===== src/sv/srq_pkg.sv =====
`timescale 1ns / 1ps
// srq_pkg: field widths, command and status codes and the entry type
// shared by the sorted run queue cells and top level. No dependencies.
package srq_pkg;

   localparam int KEY_W     = 32;
   localparam int ID_W      = 15;
   localparam int WT_W      = 17;
   localparam int SUM_W     = 22;
   localparam int CNT_W     = 6;
   localparam int DEPTH_DEF = 32;

   localparam logic CMD_INSERT = 1'b0;
   localparam logic CMD_POP    = 1'b1;

   typedef enum logic [1:0] {
      STAT_OK    = 2'd0,
      STAT_EMPTY = 2'd1,
      STAT_FULL  = 2'd2
   } status_type;

   typedef struct packed {
      logic [KEY_W-1:0] key;
      logic [ID_W-1:0]  id;
      logic [WT_W-1:0]  weight;
   } entry_type;

   // broadcast to every cell in the row
   typedef struct packed {
      logic      ins;
      logic      pop;
      entry_type new_entry;
   } cell_ctrl_type;

endpackage


===== src/sv/srq_cell.sv =====
`timescale 1ns / 1ps
// srq_cell: one slot of the sorted row. Holds one entry, flags whether a new
// key lands here or nearer the head, and shifts toward either neighbor. Uses srq_pkg.
module srq_cell (
   input  logic                  clock,
   input  srq_pkg::cell_ctrl_type ctrl,
   input  logic                  occupied,
   input  logic                  left_place,
   input  srq_pkg::entry_type    left_entry,
   input  srq_pkg::entry_type    right_entry,
   output logic                  place,
   output srq_pkg::entry_type    entry
);

   srq_pkg::entry_type entry_ff;
   srq_pkg::entry_type entry_in;

   // new key goes at or above this slot: empty, or stored key strictly larger
   assign place = !occupied ||
                  ($signed(entry_ff.key) > $signed(ctrl.new_entry.key));

   always_comb begin
      entry_in = entry_ff;
      if (ctrl.ins && place) begin
         entry_in = left_place ? left_entry : ctrl.new_entry;
      end else if (ctrl.pop) begin
         entry_in = right_entry;
      end
   end

   always_ff @(posedge clock) begin
      entry_ff <= entry_in;
   end

   assign entry = entry_ff;

endmodule


===== config.mk =====
export PLATFORM = sky130hd
export DESIGN_NAME = srq_cell
export DESIGN_NICKNAME = d
export VERILOG_FILES = /design/src/sv/srq_pkg.sv /design/src/sv/srq_cell.sv
export SDC_FILE = /design/constraint.sdc
export NUM_CORES = 1
export LEC_CHECK = 0
export ABC_AREA = 1
export BUFFER_PORTS_ARGS = -buffer_cell sky130_fd_sc_hd__buf_4
export CORE_ASPECT_RATIO = 0.9
export CORE_MARGIN = 10
export CORE_UTILIZATION = 40
export CTS_BUF_LIST = sky130_fd_sc_hd__clkbuf_16
export CTS_CLUSTER_SIZE = 14
export DETAILED_ROUTE_END_ITERATION = 10
export PLACE_DENSITY_LB_ADDON = 0.05
export SLEW_MARGIN = 25
export SYNTH_ARGS = -nofsm -noshare
export SYNTH_HDL_FRONTEND = slang
export SYNTH_SLANG_ARGS = --single-unit

===== constraint.sdc =====
create_clock -name clock -period 3.4 [get_ports clock]
set_input_delay 0.17 -clock clock [delete_from_list [all_inputs] [get_ports clock]]
set_output_delay 0.17 -clock clock [all_outputs]
set_load 0.01 [all_outputs]

Word level (Yosys, flattened, before mapping):

Index checks and enable logic that the tools add are counted.

* register bits: 64
* input bits: 197

* $lt $le $gt $ge: 1
* muxes and demuxes: 3
* reduce and logical (&&, ||, !) cells: 4

Operator list (count)
* $mux W64: 3
* $gt A32 B32 Y1: 1
* $reduce_bool A2 Y1: 1
* $logic_and A1 B1 Y1: 1
* $logic_not A1 Y1: 1
* $logic_or A1 B1 Y1: 1

Depth between registers and ports, before layout:

Gate-level depths: netlist of the first run.

* depth after elaboration: 4
* gate-level depth with buffers: 21
* depth with buffers taken out: 19

Worst setup path after synthesis of the first run:

OpenSTA, ideal clock, no wires.

* kind: register -> register
* from: reg entry_ff (netlist bit entry[63])
* to: reg entry_ff (netlist bit entry[0]) (enable)
* library setup time: 0.424 ns
* data arrival time: 3.226 ns
* setup slack: -0.250 ns
* stages on the path, launching flop included: 14
* buffers on the path: 2
* path through: edfxtp_1 ha_1 nand2_1 nor2_1 nand2_1 nor3b_2 nand2_1 nand3_1 nand3_1 nand2_2 nand2_2 buf_6 buf_6 nand2_1

* word-level cells in the longest chain between the ends: 4

Ends and longest elaborated chain
* start: declaration: line srq_cell.sv:15 `srq_pkg::entry_type entry_ff;`
* start signal: assignment: line srq_cell.sv:32 `entry_ff <= entry_in;`
* $gt A32 B32 Y1: line srq_cell.sv:20 `($signed(entry_ff.key) > $signed(ctrl.new_entry.key));`
* $logic_or A1 B1 Y1: line srq_cell.sv:19 `assign place = !occupied ||`
* $logic_and A1 B1 Y1: line srq_cell.sv:24 `if (ctrl.ins && place) begin`
* $reduce_bool A2 Y1 (no source line)

Every way passes these cells.
A chain may end at the register's enable or synchronous reset.

Final worst setup path of the first run:

* from: reg entry_ff (netlist bit entry[63])
* to: out place

* word-level cells in the longest chain between the ends: 2

Ends and longest elaborated chain
* $gt A32 B32 Y1: line srq_cell.sv:20
* $logic_or A1 B1 Y1: line srq_cell.sv:19
* end: declaration: line srq_cell.sv:11 `output logic place,`

Every way passes these cells.

==> results of run 1 <==
-- cell usage in the layout (no fill, tap or decap) --
| cell type | n |
|---|---|
| edfxtp_1 | 64 |
| o21a_1 | 2 |
| nand2_2 | 3 |
| clkinv_2 | 2 |
| nor2_1 | 10 |
| clkinv_1 | 2 |
| nand4_1 | 2 |
| nand3_1 | 68 |
| mux2_2 | 33 |
| ha_1 | 32 |
| clkbuf_16 | 9 |
| o21ai_0 | 33 |
| nand2_1 | 198 |
| bufinv_16 | 1 |
| a21o_1 | 1 |
| nor3b_2 | 1 |
| clkinvlp_4 | 2 |
| buf_4 | 266 |
| a21oi_1 | 14 |
| inv_1 | 42 |
-- worst min path at each step --
stage,endpoint,depth (start not counted)
floorplan,entry[0],2
global placement,entry[8],3
detailed placement,entry[19],3
CTS,entry[19],3
global route,entry[26],3
finish,entry[42],3
-- critical path: stages, from the launching register on --
cell      delay [ps]
edfxtp_1         390
ha_1             360
nand2_1           90
nor2_1           140
nand2_1          110
nor3b_2          190
nand2_1           80
nand3_1           70
nand3_1           90
nand2_2           80
buf_4            560
buf_4            240
-- kinds of logic (layout without fill, tap and decap cells) --
family,count (synthesis),in the layout,share of synthesized area
buf+inv,73,324,0.07822
compound gates,50,50,0.05775
flops,64,64,0.4306
mux,33,33,0.08326
fa+ha+maj,32,32,0.08971
simple gates,282,282,0.2604
-- layout make-up --
cell class	instances	area (sq um)
multi-input cells	397	2195
well taps	152	190.2
fillers	964	4106
clock buffers	9	225.2
inverters	42	157.7
repair buffers	266	1997
flip-flops and latches	64	1922
clock inverters	7	62.56
-- layer usage --
metal  part of all wire  vias to the layer above
li1                   -                     2285
met1               0.40                     1964
met2               0.49                      198
met3               0.10                       17
met4              0.014                        0
met5                  0                        -
-- where the power goes --
part / internal (mW) / switching (mW) / leakage, nW
Combinational: 0.473 / 0.504 / 2.71
Sequential: 1.04 / 0.0541 / 0.659
Clock: 0.559 / 0.337 / 0.136
Total: 2.07 / 0.895 / 3.50
-- stage by stage --
step                      instances    util  hold slack, ps
after global placement          921  0.5952           434.7
after detailed placement        921  0.5952           436.6
after global routing            937  0.6217           106.0
after CTS                       937  0.6217           94.73
final                           937  0.6217           103.7
after floorplan                 534       -           348.6
==> results.json, run 1 <==
{
  "status": "finished, final reports clean",
  "diodes": 0,
  "hold_viol": 0,
  "final_area_sq_um": 6749,
  "end_kind": "primary output",
  "cts_setup_buffers": 0,
  "clk_pin_slew_ps": 60,
  "place_congestion": 0.8194,
  "synth_largest_area_cell": "edfxtp_1",
  "tightest_slew_ps": 947.6,
  "vias": 4464,
  "relSlewSlack": 0.3682,
  "layout-drive-gt1-share": 0.4038,
  "dp_hpwl_mm": 12.16,
  "synthArstFlopShare": 0,
  "grt_pass1_vias": 4728,
  "clk_latency_ps": 330,
  "antenna_found_initial": 0,
  "max_cap_violations": 0,
  "rsz0062_at_grt": "false",
  "cts_tree": "yes",
  "grt.busiest_layer": "met2",
  "min_from": "right_entry[42]",
  "powerDensity_nw_per_um2": 439.5,
  "p_total_mw": 2.966,
  "finalMaxSlewViolations": 0,
  "synth_cell_types": 19,
  "r2r_cells": 12,
  "synthTopCellsByArea": "edfxtp_1 43%, nand2_1 17%, ha_1 9.0%",
  "cts_inserted_buffers": 9,
  "yosysMostFrequentCell": "nand2_1",
  "synth_edf_count": 64,
  "ys.flop_type": "edfxtp_1",
  "dp_slack_ps": 787.7,
  "crit_type": "reg -> out",
  "fin_setup_tns_ps": 0,
  "die_h_um": 120.2,
  "cts.path.max_buffers": 2,
  "worst_ep_arrival_time_ps": 2770,
  "syn_area_per_cell_sq_um": 8.358,
  "wl_per_cell_um": 16.85,
  "fin_crit_ps": 2942,
  "htreeDepth": 3,
  "firstDrtPassIters": 5,
  "reg2reg_from": "entry[63]",
  "period_share": 0.8653,
  "placedInstanceArea_sq_um": 6461,
  "core_sq_um": 10860,
  "startpoint_type": "register",
  "min_path_type": "in -> reg",
  "finalClockSkew_ps": 5.932,
  "vias_per_cell": 4.764,
  "syn2layout_area_growth_pct": 51.22,
  "ys_seq_area_frac": 0.4306,
  "reg2reg_slack_ps": 760,
  "cp.required_ps": 3230,
  "globalRouteMet1Util": 0.2125,
  "grt_start_max_net_pins": 96,
  "cts_root_buf": "clkbuf_16",
  "grt_first_pass_wirelength_mm": 24.55,
  "drc_errors": 0,
  "die_w_um": 131.3,
  "row_count": 36,
  "ir_worst_vdd_v": 0.0001903,
  "drt_iter0_markers": 215,
  "post-route-worst-setup-slack_ps": 457.9,
  "synthCells": 534,
  "yosys.area.top_type_share": 0.4306,
  "track_usage": 0.1928,
  "largest_reg_flops": 64,
  "nNetsFinal": 1009,
  "reg2reg_to": "entry[23]",
  "synthTopCellsByCount": "199 x nand2_1, 68 x nand3_1, 64 x edfxtp_1",
  "crit_start": "entry[63]",
  "port-buffer-count": 261,
  "yosys_warnings": 0,
  "setup_viol": 0,
  "synthesis.nets": 763,
  "grtUsageMet3": 0.08444,
  "ys_ff_latch": 64,
  "ctsResizeCount": 0,
  "antenna_left": 0,
  "crit_end": "place",
  "grtUsageMet2": 0.3305,
  "fp.dieArea_sq_um": 15790,
  "holdBufCountCts": 0,
  "ioPinCount": 262,
  "timing.fmax_mhz": 339.9,
  "syn_area_sq_um": 4463,
  "cts_sinks": 64,
  "initial_core_util": 0.4111,
  "p_leak_nw": 3.505,
  "grt_overflow": 0,
  "wl_mm": 15.79,
  "cp_max_fo": 65
}
Power figures use the tool's default switching activity.
==> run 2: changes to the inputs <==
- CTS_CLUSTER_SIZE: 14 -> 16
- MAX_ROUTING_LAYER: unset -> met4
==> run 2 against run 1 <==
  * Clock-buffer cell count is the same
  * Sequential power is essentially flat
  * Combinational power is essentially flat
  * Worst setup slack gained 36 ps
  * Via count shrank 0.31%
  * Hold slack is essentially flat
  * Non-clock buffer count is the same
  * Maximum frequency grew 1.2%
  * Register-to-register slack gained 50 ps
  * Critical path depth is the same
  * Critical path type unchanged
  * Critical endpoint unchanged
==> results.json, run 2 (synthesis gave the netlist of run 1 again) <==
{
  "core_sq_um": 10860,
  "clk_pin_slew_ps": 60,
  "layout-drive-gt1-share": 0.4038,
  "vias": 4450,
  "status": "finished, final reports clean",
  "cts_tree": "yes",
  "post-route-worst-setup-slack_ps": 493.5,
  "period_share": 0.8549,
  "tightest_slew_ps": 919.6,
  "crit_type": "reg -> out",
  "row_count": 36,
  "fp.dieArea_sq_um": 15790,
  "worst_ep_arrival_time_ps": 2740,
  "ioPinCount": 262,
  "placedInstanceArea_sq_um": 6461,
  "hold_viol": 0,
  "diodes": 0,
  "firstDrtPassIters": 4,
  "hold-worst-slack_ps": 103.5,
  "initial_core_util": 0.4111,
  "cts_sinks": 64,
  "track_usage": 0.1978,
  "end_kind": "primary output",
  "cts_root_buf": "clkbuf_16",
  "fin_setup_tns_ps": 0,
  "cp.required_ps": 3230,
  "antenna_found_initial": 0,
  "startpoint_type": "register",
  "largest_reg_flops": 64,
  "stdcell_count": 937,
  "cp_cell_sequence": "ha_1 -> nand2_1 -> nor2_1 -> nand2_1 -> nor3b_2 -> nand2_1 -> nand3_1 -> nand3_1 -> nand2_2 -> buf_4 -> buf_4",
  "drt_iter0_markers": 218,
  "max_cap_violations": 0,
  "relSlewSlack": 0.3869,
  "grt_start_max_net_pins": 96,
  "htreeDepth": 3,
  "finalMaxSlewViolations": 0,
  "cts_setup_buffers": 0,
  "p_leak_nw": 3.505,
  "cp_max_fo": 65,
  "dp_hpwl_mm": 12.16,
  "p_total_mw": 2.962,
  "antenna_left": 0,
  "final_area_sq_um": 6749,
  "nNetsFinal": 1009,
  "cts_inserted_buffers": 9,
  "layout_commonest_cell": "buf_4",
  "wl_per_cell_um": 16.77,
  "dp_slack_ps": 787.7,
  "die_w_um": 131.3,
  "min_path_type": "in -> reg",
  "port-buffer-count": 261,
  "fin_crit_ps": 2907,
  "clk_latency_ps": 330,
  "crit_buf_inv": 2,
  "setup_viol": 0,
  "final_cell_mix": "266 x buf_4, 198 x nand2_1, 68 x nand3_1",
  "grt_overflow": 0,
  "crit_path_frequent_cell": "nand2_1",
  "slowest_stage": "buf_4",
  "vias_per_cell": 4.749,
  "rsz0062_at_grt": "false",
  "grt_pass1_vias": 4744,
  "syn2layout_area_growth_pct": 51.22,
  "wl_mm": 15.72,
  "powerDensity_nw_per_um2": 438.8,
  "fin_util": 0.6217,
  "cpPeakStageDelay_ps": 570,
  "holdBufCountCts": 0,
  "die_h_um": 120.2,
  "place_congestion": 0.8316,
  "ctsResizeCount": 0,
  "finalClockSkew_ps": 5.685,
  "timing.fmax_mhz": 344.1,
  "grt_first_pass_wirelength_mm": 24.47,
  "ir_worst_vdd_v": 0.0001911,
  "cts.path.max_buffers": 2,
  "drc_errors": 0,
  "crit_family": "simple AND/OR/NAND/NOR gates",
  "place_inst": 921
}
==> run 2: path summary, 6_finish.rpt <==
path,start,end,depth (start not counted),slack [ps]
setup reg to reg,entry[63],entry[23],12,810
hold / removal,right_entry[42],entry[42],3,100
hold reg to reg,entry[63],entry[57],7,1330
setup / recovery,entry[63],place,11,490
==> run 2: area by class of cell <==
class                           instances  area [sq um]
Fill cell                             964          4106
Multi-Input combinational cell        397          2195
Timing Repair Buffer                  266          1997
Sequential cell                        64          1922
Clock buffer                            9         225.2
Tap cell                              152         190.2
Inverter                               42         157.7
Clock inverter                          7         62.56
==> run 2: worst register-to-register path: stages (launching register included) <==
cell	delay, ps
edfxtp_1	390
ha_1	360
nand2_1	90
nor2_1	140
nand2_1	110
nor3b_2	190
nand2_1	80
nand3_1	70
nand3_1	90
nand2_2	80
buf_4	570
nand3_1	190
nand2_1	110
==> run 2: metal layers <==
| layer | GRT usage | routed length [um] |
|---|---|---|
| met2 | 0.3343 | 7728 |
| met5 | - | 0 |
| met4 | 0.06111 | 205 |
| met1 | 0.2142 | 6360 |
| met3 | 0.07326 | 1424 |
==> run 2: report_power, final <==
group          total [mW]  switching [mW]  internal (mW)
Clock               0.894           0.335          0.559
Sequential           1.09          0.0542           1.04
Combinational       0.974           0.502          0.472
Total                2.96           0.891           2.07
